[src/rtl/aocc_pkg.sv]
package aocc_pkg;

  localparam int SAMPLE_W = 16;
  localparam int SUM_W    = 24;
  localparam int COUNT_W  = 8;
  localparam int ACC_W    = 24;
  localparam int DEN_W    = 16;
  localparam int CFG_IDX_W = 2;

  localparam logic [ACC_W-1:0] ACC_POS_MAX = 24'h7FFFFF;
  localparam logic [ACC_W-1:0] ACC_NEG_MIN = 24'h800000;

  typedef enum logic [1:0] {
    CMD_CLEAR   = 2'd0,
    CMD_SAMPLE  = 2'd1,
    CMD_FINISH  = 2'd2,
    CMD_MEASURE = 2'd3
  } cmd_t;

  typedef enum logic [1:0] {
    KIND_ACK    = 2'd0,
    KIND_OFFSET = 2'd1,
    KIND_ACCEL  = 2'd2
  } kind_t;

  typedef enum logic [CFG_IDX_W-1:0] {
    CFG_WINDOW_LOW  = 2'd0,
    CFG_WINDOW_HIGH = 2'd1,
    CFG_SENSITIVITY = 2'd2
  } cfg_idx_t;

  typedef enum logic [2:0] {
    ST_IDLE,
    ST_DECODE,
    ST_FIN_AXIS,
    ST_DIV_WAIT,
    ST_REPORT,
    ST_EMIT
  } state_t;

  typedef struct packed {
    cmd_t                        cmd;
    logic [1:0]                  axis;
    logic signed [SAMPLE_W-1:0]  sample;
  } in_item_t;

  typedef struct packed {
    kind_t                       kind;
    logic [1:0]                  out_axis;
    logic                        in_window;
    logic signed [ACC_W-1:0]     accel_q16;
    logic signed [SAMPLE_W-1:0]  offset_value;
    logic                        last;
  } out_item_t;

  typedef struct packed {
    logic signed [SAMPLE_W-1:0]  window_low;
    logic signed [SAMPLE_W-1:0]  window_high;
    logic [DEN_W-1:0]            sensitivity;
  } cfg_t;

endpackage

[src/rtl/aocc_div.sv]
module aocc_div #(
  parameter int NW = 33
) (
  input  logic                       clk,
  input  logic                       rst_n,
  input  logic                       start,
  input  logic [NW-1:0]              num,
  input  logic [aocc_pkg::DEN_W-1:0] den,
  output logic                       done,
  output logic [NW-1:0]              quo
);
  import aocc_pkg::*;

  localparam int CW = $clog2(NW + 1);

  logic              busy_r, busy_nxt;
  logic              done_r, done_nxt;
  logic [CW-1:0]     cnt_r, cnt_nxt;
  logic [NW-1:0]     quo_r, quo_nxt;
  logic [DEN_W-1:0]  rem_r, rem_nxt;
  logic [DEN_W-1:0]  den_r, den_nxt;
  logic [DEN_W:0]    rem_sh;
  logic [DEN_W:0]    rem_sub;
  logic              ge;

  // One quotient bit per cycle, restoring division on magnitudes.
  always_comb begin
    rem_sh   = {rem_r, quo_r[NW-1]};
    ge       = rem_sh >= {1'b0, den_r};
    rem_sub  = rem_sh - {1'b0, den_r};
    busy_nxt = busy_r;
    done_nxt = 1'b0;
    cnt_nxt  = cnt_r;
    quo_nxt  = quo_r;
    rem_nxt  = rem_r;
    den_nxt  = den_r;
    if (start) begin
      busy_nxt = 1'b1;
      cnt_nxt  = CW'(NW);
      quo_nxt  = num;
      rem_nxt  = '0;
      den_nxt  = den;
    end else if (busy_r) begin
      quo_nxt = {quo_r[NW-2:0], ge};
      rem_nxt = ge ? rem_sub[DEN_W-1:0] : rem_sh[DEN_W-1:0];
      cnt_nxt = cnt_r - 1'b1;
      if (cnt_r == CW'(1)) begin
        busy_nxt = 1'b0;
        done_nxt = 1'b1;
      end
    end
  end

  always_ff @(posedge clk) begin
    if (!rst_n) begin
      busy_r <= 1'b0;
      done_r <= 1'b0;
      cnt_r  <= '0;
    end else begin
      busy_r <= busy_nxt;
      done_r <= done_nxt;
      cnt_r  <= cnt_nxt;
    end
    quo_r <= quo_nxt;
    rem_r <= rem_nxt;
    den_r <= den_nxt;
  end

  assign done = done_r;
  assign quo  = quo_r;

  a_no_restart: assert property (@(posedge clk) disable iff (!rst_n) start |-> !busy_r)
    else $error("divider started while busy");
  a_done_after_busy: assert property (@(posedge clk) disable iff (!rst_n)
    done_r |-> $past(busy_r) && !busy_r)
    else $error("divider done without a running division");
  a_busy_counts: assert property (@(posedge clk) disable iff (!rst_n)
    busy_r |-> cnt_r != '0)
    else $error("divider busy with an exhausted count");

endmodule

[src/rtl/aocc_ctrl.sv]
module aocc_ctrl #(
  parameter int MAX_CAL_SAMPLES = 128,
  parameter int NUM_AXES        = 3,
  parameter int FRAC_BITS       = 16,
  parameter int NW              = 33
) (
  input  logic                       clk,
  input  logic                       rst_n,
  input  logic                       in_valid,
  output logic                       in_stall,
  input  aocc_pkg::in_item_t         in_data,
  input  aocc_pkg::cfg_t             cfg,
  output logic                       res_valid,
  input  logic                       res_ready,
  output aocc_pkg::out_item_t        res,
  output logic                       div_start,
  output logic [NW-1:0]              div_num,
  output logic [aocc_pkg::DEN_W-1:0] div_den,
  input  logic                       div_done,
  input  logic [NW-1:0]              div_quo
);
  import aocc_pkg::*;

  localparam int AX_IW   = (NUM_AXES > 1) ? $clog2(NUM_AXES) : 1;
  localparam int REPORTS = (NUM_AXES < 3) ? NUM_AXES : 3;
  localparam logic [2:0]         NUM_AXES_W = 3'(NUM_AXES);
  localparam logic [AX_IW-1:0]   LAST_AXIS  = AX_IW'(NUM_AXES - 1);
  localparam logic [AX_IW-1:0]   LAST_REP   = AX_IW'(REPORTS - 1);
  localparam logic [COUNT_W-1:0] MAX_COUNT  = COUNT_W'(MAX_CAL_SAMPLES);

  state_t                      state_r, state_nxt;
  cmd_t                        cmd_r, cmd_nxt;
  logic [1:0]                  ax_r, ax_nxt;
  logic signed [SAMPLE_W-1:0]  sample_r, sample_nxt;
  logic [AX_IW-1:0]            idx_r, idx_nxt;
  logic                        neg_r, neg_nxt;
  out_item_t                   res_r, res_nxt;

  logic signed [SUM_W-1:0]     cal_sum_r [NUM_AXES];
  logic signed [SUM_W-1:0]     cal_sum_nxt [NUM_AXES];
  logic [COUNT_W-1:0]          cal_count_r [NUM_AXES];
  logic [COUNT_W-1:0]          cal_count_nxt [NUM_AXES];
  logic signed [SAMPLE_W-1:0]  axis_offset_r [NUM_AXES];
  logic signed [SAMPLE_W-1:0]  axis_offset_nxt [NUM_AXES];

  logic                        in_accept;
  logic                        ax_valid;
  logic                        inwin;
  logic signed [SUM_W-1:0]     sum_rd;
  logic [COUNT_W-1:0]          count_rd;
  logic signed [SAMPLE_W-1:0]  offset_rd;
  logic signed [SAMPLE_W:0]    diff;
  logic [SAMPLE_W:0]           diff_mag;
  logic [SUM_W-1:0]            sum_mag;
  logic [SAMPLE_W-1:0]         q_off;
  logic [ACC_W-1:0]            acc_sat;

  assign in_stall  = (state_r != ST_IDLE);
  assign in_accept = in_valid && !in_stall;
  assign res_valid = (state_r == ST_EMIT);
  assign res       = res_r;

  always_comb begin
    ax_valid  = {1'b0, ax_r} < NUM_AXES_W;
    inwin     = (sample_r > cfg.window_low) && (sample_r < cfg.window_high);
    sum_rd    = cal_sum_r[idx_r];
    count_rd  = cal_count_r[idx_r];
    offset_rd = axis_offset_r[idx_r];
    diff      = {sample_r[SAMPLE_W-1], sample_r} - {offset_rd[SAMPLE_W-1], offset_rd};
    diff_mag  = diff[SAMPLE_W] ? (~diff + 1'b1) : diff;
    sum_mag   = sum_rd[SUM_W-1] ? (~sum_rd + 1'b1) : sum_rd;
    q_off     = neg_r ? (~div_quo[SAMPLE_W-1:0] + 1'b1) : div_quo[SAMPLE_W-1:0];
    if (!neg_r) begin
      acc_sat = (div_quo > NW'(ACC_POS_MAX)) ? ACC_POS_MAX : div_quo[ACC_W-1:0];
    end else begin
      acc_sat = (div_quo > NW'(ACC_NEG_MIN)) ? ACC_NEG_MIN
                                             : (~div_quo[ACC_W-1:0] + 1'b1);
    end
  end

  always_comb begin
    state_nxt       = state_r;
    cmd_nxt         = cmd_r;
    ax_nxt          = ax_r;
    sample_nxt      = sample_r;
    idx_nxt         = idx_r;
    neg_nxt         = neg_r;
    res_nxt         = res_r;
    cal_sum_nxt     = cal_sum_r;
    cal_count_nxt   = cal_count_r;
    axis_offset_nxt = axis_offset_r;
    div_start       = 1'b0;
    div_num         = '0;
    div_den         = '0;
    case (state_r)
      ST_IDLE: begin
        if (in_accept) begin
          cmd_nxt    = in_data.cmd;
          ax_nxt     = in_data.axis;
          sample_nxt = in_data.sample;
          idx_nxt    = in_data.axis[AX_IW-1:0];
          state_nxt  = ST_DECODE;
        end
      end
      ST_DECODE: begin
        res_nxt = '{kind: KIND_ACK, out_axis: ax_r, in_window: 1'b0,
                    accel_q16: '0, offset_value: '0, last: 1'b1};
        state_nxt = ST_EMIT;
        case (cmd_r)
          CMD_CLEAR: begin
            res_nxt.out_axis = '0;
            for (int i = 0; i < NUM_AXES; i++) begin
              cal_sum_nxt[i]   = '0;
              cal_count_nxt[i] = '0;
            end
          end
          CMD_SAMPLE: begin
            if (ax_valid && inwin && (count_rd < MAX_COUNT)) begin
              cal_sum_nxt[idx_r]   = sum_rd + {{(SUM_W-SAMPLE_W){sample_r[SAMPLE_W-1]}}, sample_r};
              cal_count_nxt[idx_r] = count_rd + 1'b1;
              res_nxt.in_window    = 1'b1;
            end
          end
          CMD_FINISH: begin
            idx_nxt   = '0;
            state_nxt = ST_FIN_AXIS;
          end
          CMD_MEASURE: begin
            res_nxt.kind = KIND_ACCEL;
            if (ax_valid) begin
              res_nxt.offset_value = offset_rd;
              if (inwin) begin
                res_nxt.in_window = 1'b1;
                if (diff != '0) begin
                  div_start = 1'b1;
                  div_num   = {diff_mag, {FRAC_BITS{1'b0}}};
                  div_den   = cfg.sensitivity;
                  neg_nxt   = diff[SAMPLE_W];
                  state_nxt = ST_DIV_WAIT;
                end
              end
            end
          end
          default: state_nxt = ST_IDLE;
        endcase
      end
      ST_FIN_AXIS: begin
        if (count_rd == '0) begin
          axis_offset_nxt[idx_r] = '0;
          if (idx_r == LAST_AXIS) begin
            idx_nxt   = '0;
            state_nxt = ST_REPORT;
          end else begin
            idx_nxt = idx_r + 1'b1;
          end
        end else begin
          div_start = 1'b1;
          div_num   = NW'(sum_mag);
          div_den   = DEN_W'(count_rd);
          neg_nxt   = sum_rd[SUM_W-1];
          state_nxt = ST_DIV_WAIT;
        end
      end
      ST_DIV_WAIT: begin
        if (div_done) begin
          if (cmd_r == CMD_FINISH) begin
            axis_offset_nxt[idx_r] = q_off;
            if (idx_r == LAST_AXIS) begin
              idx_nxt   = '0;
              state_nxt = ST_REPORT;
            end else begin
              idx_nxt   = idx_r + 1'b1;
              state_nxt = ST_FIN_AXIS;
            end
          end else begin
            res_nxt.accel_q16 = acc_sat;
            state_nxt         = ST_EMIT;
          end
        end
      end
      ST_REPORT: begin
        res_nxt = '{kind: KIND_OFFSET, out_axis: 2'(idx_r), in_window: 1'b0,
                    accel_q16: '0, offset_value: offset_rd,
                    last: (idx_r == LAST_REP)};
        state_nxt = ST_EMIT;
      end
      ST_EMIT: begin
        if (res_ready) begin
          if ((cmd_r == CMD_FINISH) && !res_r.last) begin
            idx_nxt   = idx_r + 1'b1;
            state_nxt = ST_REPORT;
          end else begin
            state_nxt = ST_IDLE;
          end
        end
      end
      default: state_nxt = ST_IDLE;
    endcase
  end

  always_ff @(posedge clk) begin
    if (!rst_n) begin
      state_r <= ST_IDLE;
      for (int i = 0; i < NUM_AXES; i++) begin
        cal_sum_r[i]     <= '0;
        cal_count_r[i]   <= '0;
        axis_offset_r[i] <= '0;
      end
    end else begin
      state_r       <= state_nxt;
      cal_sum_r     <= cal_sum_nxt;
      cal_count_r   <= cal_count_nxt;
      axis_offset_r <= axis_offset_nxt;
    end
    cmd_r    <= cmd_nxt;
    ax_r     <= ax_nxt;
    sample_r <= sample_nxt;
    idx_r    <= idx_nxt;
    neg_r    <= neg_nxt;
    res_r    <= res_nxt;
  end

  a_accept_decodes: assert property (@(posedge clk) disable iff (!rst_n)
    in_accept |=> state_r == ST_DECODE)
    else $error("accepted item not decoded");
  a_done_in_wait: assert property (@(posedge clk) disable iff (!rst_n)
    div_done |-> state_r == ST_DIV_WAIT)
    else $error("division finished outside of wait state");
  a_out_window_zero: assert property (@(posedge clk) disable iff (!rst_n)
    (res_valid && !res_r.in_window) |-> res_r.accel_q16 == '0)
    else $error("acceleration reported for a rejected sample");

endmodule

[src/rtl/accel_offset_calibrate_convert.sv]
// Channel  Ports                          Direction  Item
// input    in_valid, in_stall, in_data    in         command, axis, sample
// result   out_valid, out_stall, out_data out        kind, axis, window, accel, offset, last
// config   cfg_valid, cfg_ready, cfg_*    in         register index and data
//
// A measure uses the divider only for an in-window sample that differs from the
// offset; a finish divides once per axis with samples, skips empty axes and then
// emits the offset reports. Both share the one-bit-per-cycle divider.
// Reset is synchronous; it restores the register defaults and clears all sums,
// counts and offsets. A stalled result waits in the output register while the
// next item is accepted.
module accel_offset_calibrate_convert #(
  parameter int MAX_CAL_SAMPLES = 128,
  parameter int NUM_AXES        = 3,
  parameter int FRAC_BITS       = 16
) (
  input  logic                           clk,
  input  logic                           rst_n,
  input  logic                           in_valid,
  output logic                           in_stall,
  input  aocc_pkg::in_item_t             in_data,
  output logic                           out_valid,
  input  logic                           out_stall,
  output aocc_pkg::out_item_t            out_data,
  input  logic                           cfg_valid,
  output logic                           cfg_ready,
  input  logic [aocc_pkg::CFG_IDX_W-1:0] cfg_index,
  input  logic [aocc_pkg::DEN_W-1:0]     cfg_data
);
  import aocc_pkg::*;

  localparam int NW = SAMPLE_W + 1 + FRAC_BITS;

  cfg_t             cfg_r, cfg_nxt;
  logic             out_valid_r, out_valid_nxt;
  out_item_t        out_data_r, out_data_nxt;
  logic             res_valid;
  logic             res_ready;
  out_item_t        res;
  logic             div_start;
  logic [NW-1:0]    div_num;
  logic [DEN_W-1:0] div_den;
  logic             div_done;
  logic [NW-1:0]    div_quo;

  assign cfg_ready = 1'b1;
  assign res_ready = !out_valid_r || !out_stall;
  assign out_valid = out_valid_r;
  assign out_data  = out_data_r;

  always_comb begin
    cfg_nxt = cfg_r;
    if (cfg_valid && cfg_ready) begin
      case (cfg_index)
        CFG_WINDOW_LOW:  cfg_nxt.window_low  = cfg_data;
        CFG_WINDOW_HIGH: cfg_nxt.window_high = cfg_data;
        CFG_SENSITIVITY: cfg_nxt.sensitivity = cfg_data;
        default:         cfg_nxt = cfg_r;
      endcase
    end
    out_valid_nxt = out_valid_r;
    out_data_nxt  = out_data_r;
    if (res_valid && res_ready) begin
      out_valid_nxt = 1'b1;
      out_data_nxt  = res;
    end else if (!out_stall) begin
      out_valid_nxt = 1'b0;
    end
  end

  always_ff @(posedge clk) begin
    if (!rst_n) begin
      cfg_r.window_low  <= 16'sd7000;
      cfg_r.window_high <= 16'sd16000;
      cfg_r.sensitivity <= 16'd2434;
      out_valid_r       <= 1'b0;
    end else begin
      cfg_r       <= cfg_nxt;
      out_valid_r <= out_valid_nxt;
    end
    out_data_r <= out_data_nxt;
  end

  aocc_ctrl #(
    .MAX_CAL_SAMPLES (MAX_CAL_SAMPLES),
    .NUM_AXES        (NUM_AXES),
    .FRAC_BITS       (FRAC_BITS),
    .NW              (NW)
  ) u_ctrl (
    .clk       (clk),
    .rst_n     (rst_n),
    .in_valid  (in_valid),
    .in_stall  (in_stall),
    .in_data   (in_data),
    .cfg       (cfg_r),
    .res_valid (res_valid),
    .res_ready (res_ready),
    .res       (res),
    .div_start (div_start),
    .div_num   (div_num),
    .div_den   (div_den),
    .div_done  (div_done),
    .div_quo   (div_quo)
  );

  aocc_div #(
    .NW (NW)
  ) u_div (
    .clk   (clk),
    .rst_n (rst_n),
    .start (div_start),
    .num   (div_num),
    .den   (div_den),
    .done  (div_done),
    .quo   (div_quo)
  );

endmodule
[config.mk]
export PLATFORM = sky130hd
export DESIGN_NAME = accel_offset_calibrate_convert
export DESIGN_NICKNAME = d
export VERILOG_FILES = /design/src/rtl/aocc_pkg.sv /design/src/rtl/aocc_div.sv /design/src/rtl/aocc_ctrl.sv /design/src/rtl/accel_offset_calibrate_convert.sv
export SDC_FILE = /design/constraint.sdc
export NUM_CORES = 1
export LEC_CHECK = 0
export BUFFER_PORTS_ARGS = -buffer_cell sky130_fd_sc_hd__buf_2
export CORE_MARGIN = 8
export CORE_UTILIZATION = 45
export CTS_CLUSTER_SIZE = 16
export DETAILED_ROUTE_END_ITERATION = 10
export GPL_TIMING_DRIVEN = 0
export MAX_ROUTING_LAYER = met4
export PLACE_DENSITY = 0.68
export REMOVE_ABC_BUFFERS = 1
export SYNTH_ARGS = -nofsm -noshare
export SYNTH_HDL_FRONTEND = slang
export SYNTH_HIERARCHICAL = 1
export SYNTH_SLANG_ARGS = --single-unit
[constraint.sdc]
create_clock -name clk -period 9.4 [get_ports clk]
set_input_delay 0 -clock clk [delete_from_list [all_inputs] [get_ports clk]]
set_output_delay 0 -clock clk [all_outputs]
set_load 0.05 [all_outputs]
# Word level (Yosys, flattened, before mapping)
# Cells that the tools add are included.
# totals
regBits	384
input_bits	43
output_inout_bits	49
wordCells	234
# classes
n_addsub	10
n_lt_le_gt_ge	9
eq_ne	28
mux	102
n_bitwise	9
reduce_logical	38
# ops
cell	count
$mux W24	11
$mux W33	6
$mux W16	11
$mux W48	3
$pmux W72 S2	1
$pmux W24 S2	2
$pmux W48 S2	1
$bwmux W72	1
$mux W72	1
$pmux W33 S2	1
$add A24 B1 Y24 const B	2
$and A48 B48 Y48	1
$bmux W24 S2	1
$bwmux W48	1
$demux W24 S2	1
$not A24 Y24	2
$not A48 Y48	1
$pmux W17 S2	1
$gt A33 B23 Y1 const B	1
$gt A33 B24 Y1 const B	1
$mux W3	11
$bmux W16 S2	1
$demux W16 S2	1
$mux W8	4
58 further kinds	129

# Logic depth before layout (Yosys ltp)
# logic_depth
ltp_word	14
mapped_depth	25
mapped_depth_nobuf	17

# By module
# The synthesis kept the hierarchy.
# by_module_without_submodules
module	n_inst	cells_each	area_each_um2	seq_area_each_um2
aocc_ctrl	1	1598	13978.4	5014.8
aocc_div	1	331	3791.1	1951.9
accel_offset_calibrate_convert	1	244	3354.5	2362.3

# Worst setup path after synthesis
# No wires, ideal clock.
# synth_path
path_type	reg-to-reg
start	reg u_ctrl.idx_r[1]
end	reg u_div.quo_r[0], in the netlist u_div/quo[0], enable pin
setup_ns	0.375
t_arrival_ns	6.111
t_required_ns	9.025
slack_ns	2.914
path_stages_with_launch	23
path_buffers	9
period_less_slack_ns	6.486
path_cell_list	edfxtp_1 buf_2 buf_4 buf_2 buf_4 buf_2 buf_2 mux2i_1 nor2_1 a21oi_1 ha_1 a21o_1 or4_1 or3_1 a21oi_1 nor4_4 and3_4 a31o_2 buf_2 nand2_1 clkbuf_1 clkbuf_1 or2_2
# synth_between
elab_chain_len	12
word_cells_on_any_way	17
cone_classes	add/sub: 1; mux: 12; bitwise: 1; reduce/logical: 3
# synth_rtl
item	line_no	source
from (decl)	aocc_ctrl.sv:35	logic [AX_IW-1:0] idx_r, idx_nxt;
from (signal assigned)	aocc_ctrl.sv:218	idx_r <= idx_nxt;
$not A2 Y3 (implied by the code) *	aocc_ctrl.sv:67, aocc_ctrl.sv:68	
$bmux W16 S2	aocc_ctrl.sv:68	offset_rd = axis_offset_r[idx_r];
$mux W16 (implied by the code) (2 in series)	aocc_ctrl.sv:68	
$sub A16 B16 Y17	aocc_ctrl.sv:69	diff = {sample_r[SAMPLE_W-1], sample_r} - {offset_rd[SAMPLE_W-1], offset_rd};
$reduce_bool A17 Y1	aocc_ctrl.sv:134	if (diff != '0) begin
$mux W1	aocc_ctrl.sv:134	
$mux W1	aocc_ctrl.sv:132	if (inwin) begin
$mux W1	aocc_ctrl.sv:130	if (ax_valid) begin
$mux W1	aocc_ctrl.sv:109	case (cmd_r)
$pmux W1 S2 *	aocc_ctrl.sv:95	case (state_r)
net div_start	accel_offset_calibrate_convert.sv:40	logic div_start;
$reduce_bool A2 Y1 (no source line) *	--	
to (signal assigned)	aocc_div.sv:64	quo_r <= quo_nxt;
to (decl)	aocc_div.sv:19	logic [NW-1:0] quo_r, quo_nxt;
# The timed path passes the listed nets; every way through them passes the cells marked *. The select of a mux whose other input is x is not followed.
# A chain may end at the register's enable or synchronous reset.

# Worst setup path after layout
# layout_path
start	reg u_ctrl.idx_r[0]
end	reg u_div.quo_r[27], in the netlist u_div/quo[27], enable pin
# Same word-level chain as after synthesis.

==> impl_metrics.csv <==
group,metric,value,unit
drt,vias,16900,
global_routing,grt_overflow,0,
logic_synthesis,yosys_most_used_dff,"dfxtp_1",
logic_synthesis,syn-cell-area,21100,um2
clock_tree,cts_htree_levels,2,
critical_path,end_kind,"flip-flop",
global_routing,grt_pass1_vias,16200,
finish,final_nets,2390,
drt,wire_per_inst,19.9,um
die,die_y,233,um
logic_synthesis,ys_top_cells_by_count,"dfxtp_1 (220), nor2_1 (191), nand2_1 (176), edfxtp_1 (164), a21oi_1 (126)",
pwr,ir_worst_vdd,0.166,mV
timing,post-route-period-util,86.1,%
critical_path,startpoint_type,"flip-flop",
finish,multiInputGateArea,11000,um2
clock_tree,cts_tree,"done",
place,pre_cts_slack,1.54,ns
timing,timing.final.ws_setup,1.31,ns
timing,worst_pin_slew,1.21,ns
finish,drive_gt1_share,10.8,%
status,outcome,"finished, final reports clean",
clock_tree,cts.path.max_buffers,3,
timing,slew_headroom,19.1,%
pwr,power_density,226,nW/um2
clock_tree,clk_pin_slew,0.07,ns
clock_tree,cts_sinks,384,
clock_tree,clk_latency,0.57,ns
timing,hold_viol_final,0,
logic_synthesis,ys_ff_latch,384,
critical_path,slowest_delay,0.99,ns
logic_synthesis,synth_cell_types,94,
drt,ant_nets,0,
drt,via_per_inst,5.86,
timing,holdWs,0.144,ns
timing,rsz0062_at_grt,"false",
critical_path,cp.required,9.59,ns
place,port-buffer-count,90,
place,gp_congestion,0.920,
logic_synthesis,syn_inst,2173,
drt,routed_wl,57.5,mm
logic_synthesis,yosys_warnings,6,
finish,fillers,4105,
logic_synthesis,yosysTopAreaCell,"edfxtp_1",
critical_path,crit_family,"simple AND/OR/NAND/NOR gates",
drt,drc_errors,0,
drt,first_pass_iters,8,
die,core,46500,um2
timing,fmax,124,MHz
timing,setup_viol,0,
global_routing,grt_antenna_before_repair,3,
critical_path,cp.arrival,8.28,ns
critical_path,crit_type,"reg -> reg",
pwr,p_leak,9.03,nW
critical_path,path_buf_inv,4,
die,ios,92,
timing,finalMaxSlewViolations,0,
global_routing,grt_pass1_wl,88.8,mm
place,place_hpwl,40.5,mm
logic_synthesis,synth_edf_count,164,
clock_tree,cts_buffers,41,
critical_path,path_cells,"buf_16 -> buf_16 -> nor2b_4 -> buf_12 -> nand2_1 -> o21ai_0 -> ha_1 -> inv_1 -> fa_1 -> a211o_1 -> a2111oi_0 -> or3_1 -> a2111oi_0 -> nor3_1 -> and3_4 -> a31o_2 -> nand2_4 -> or2_2",
logic_synthesis,avgSynthCellArea,9.72,um2
logic_synthesis,async_reset_ff_share,0,%
logic_synthesis,seq_area_frac_synth,44.2,%
die,initial_core_util,45.5,%
finish,seqCellArea,9330,um2
logic_synthesis,yosysMostFrequentCell,"dfxtp_1",
global_routing,grt_start_max_net_pins,93,
min_path,hp-class,"in -> reg",
critical_path,cp_max_fo,74,
finish,area_growth,13.8,%
logic_synthesis,ys_top_cells_by_area,"edfxtp_1 (23%), dfxtp_1 (21%), ha_1 (5.9%), mux2i_1 (5.7%), o2bb2ai_1 (4.3%)",
die,placementRows,79,
timing,layout_min_cycle_time,8.09,ns
global_routing,grt_use_total,21.1,%
critical_path,slowest_stage,"edfxtp_1",
timing,finalClockSkew,0.0269,ns
die,die_area,54100,um2
flow_run,cap_viol_max_count,0,
logic_synthesis,yosysTopAreaCellShare,23.3,%
drt,drt_iter0_drc,1568,
die,die_x,233,um
clock_tree,cts-root-buf,"clkbuf_16",
where the power goes:
group / switching, mW / internal, mW
Clock: 0.671 / 1.02
Sequential: 0.180 / 1.98
Combinational: 0.980 / 0.610
flip-flops by register name (all words and copies together), names as in the netlist, 6 cells and up:
| signal | flops |
|---|---|
| u_ctrl/res | 46 |
| u_ctrl/cal_count_r | 24 |
| u_div/quo | 33 |
| cfg_r | 48 |
| u_div/den_r | 16 |
| u_ctrl/sample_r | 16 |
| u_div/rem_r | 16 |
| u_ctrl/cal_sum_r | 72 |
| u_ctrl/axis_offset_r | 48 |
| out_data | 46 |
| u_div/cnt_r | 6 |
routing by layer:
layer / up-vias / track usage, % / wire, um
met5: - / - / 0
met4: 0 / 8.58 / 2270
met3: 129 / 3.35 / 3920
met2: 583 / 33.4 / 26600
met1: 8102 / 26.7 / 24700
li1: 8099 / - / -
worst register-to-register path, stage by stage (launching register included):
cell and delay (ns):
edfxtp_1 0.99, buf_16 0.24, buf_16 0.19, nor2b_4 0.69
buf_12 0.28, nand2_1 0.10, o21ai_0 0.38, ha_1 0.29
inv_1 0.05, fa_1 0.43, a211o_1 0.37, a2111oi_0 0.64
or3_1 0.27, a2111oi_0 0.12, nor3_1 0.48, and3_4 0.33
a31o_2 0.40, nand2_4 0.55, or2_2 0.89
area by class of cell:
cell class,instances,share of cell area [%]
tap,607,3.16
timing repair buffer,147,5.04
clock buffer,45,4.46
antenna,3,0.0312
inverter,100,1.56
clock inverter,28,1.37
sequential,384,38.8
multi-input combinational,1570,45.6
final timing paths:
| path | from | endpoint | slack [ns] | cells after the start |
|---|---|---|---|---|
| setup / recovery | u_ctrl/idx_r[0] | u_div/quo[27] | 1.31 | 18 |
| hold / removal | in_data[0] | u_ctrl/sample_r[0] | 0.14 | 2 |
| setup reg to reg | u_ctrl/idx_r[0] | u_div/quo[27] | 1.31 | 18 |
| hold reg to reg | u_ctrl/res[7] | out_data[7] | 0.41 | 0 |
layout by cell type, fill, tap and decap left out, drive strengths merged, types with 13 or more instances in the layout:
cell type    instances
a211oi              30
a21boi              16
a21o                21
a21oi              127
a22o                13
a22oi               18
and2                21
buf                103
clkbuf              45
clkinv              14
dfxtp              220
dlygate4sd3         44
edfxtp             164
ha                 100
inv                102
mux2                33
mux2i              121
nand2              176
nand2b              19
nand3               33
nand4               21
nor2               191
nor2b               68
nor3                44
nor4                24
o211ai              18
o21a                14
o21ai               82
o2bb2ai            103
or3                 27
xnor2               50
xor2                38
per-stage QoR:
step / util (%) / power, mW / instances / TNS, ns / cell area [um2]
2_1_floorplan: - / 3.21 / 2054 / 0 / 20600
3_3_place_gp: 46.9 / 3.62 / 2751 / -346.28 / 21800
6_report: 51.8 / 5.44 / 2884 / 0 / 24000
3_5_place_dp: 47.7 / 3.74 / 2764 / 0 / 22200
5_1_grt: 51.8 / 5.70 / 2884 / 0 / 24000
4_1_cts: 51.7 / 5.46 / 2881 / 0 / 24000
kinds of logic after synthesis:
kind of cell	after synthesis	synth area share, %
muxes	154	7.49
xor gates and xnor gates	88	3.65
buffers and inverters	219	4.29
DFF	384	44.2
other	1	0.0178
and+or+nand+nor	691	16.5
adders and majority gates	103	6.21
AOI/OAI and AO/OA	533	17.7
what timing repair did:
| item | CTS | global route |
|---|---|---|
| gates resized for setup | 0 | 0 |
| endpoints found under the hold margin | 75 | 0 |
| setup buffers | 0 | 0 |
| hold buffers | 44 | 0 |
(Power assumes the default switching activity.)
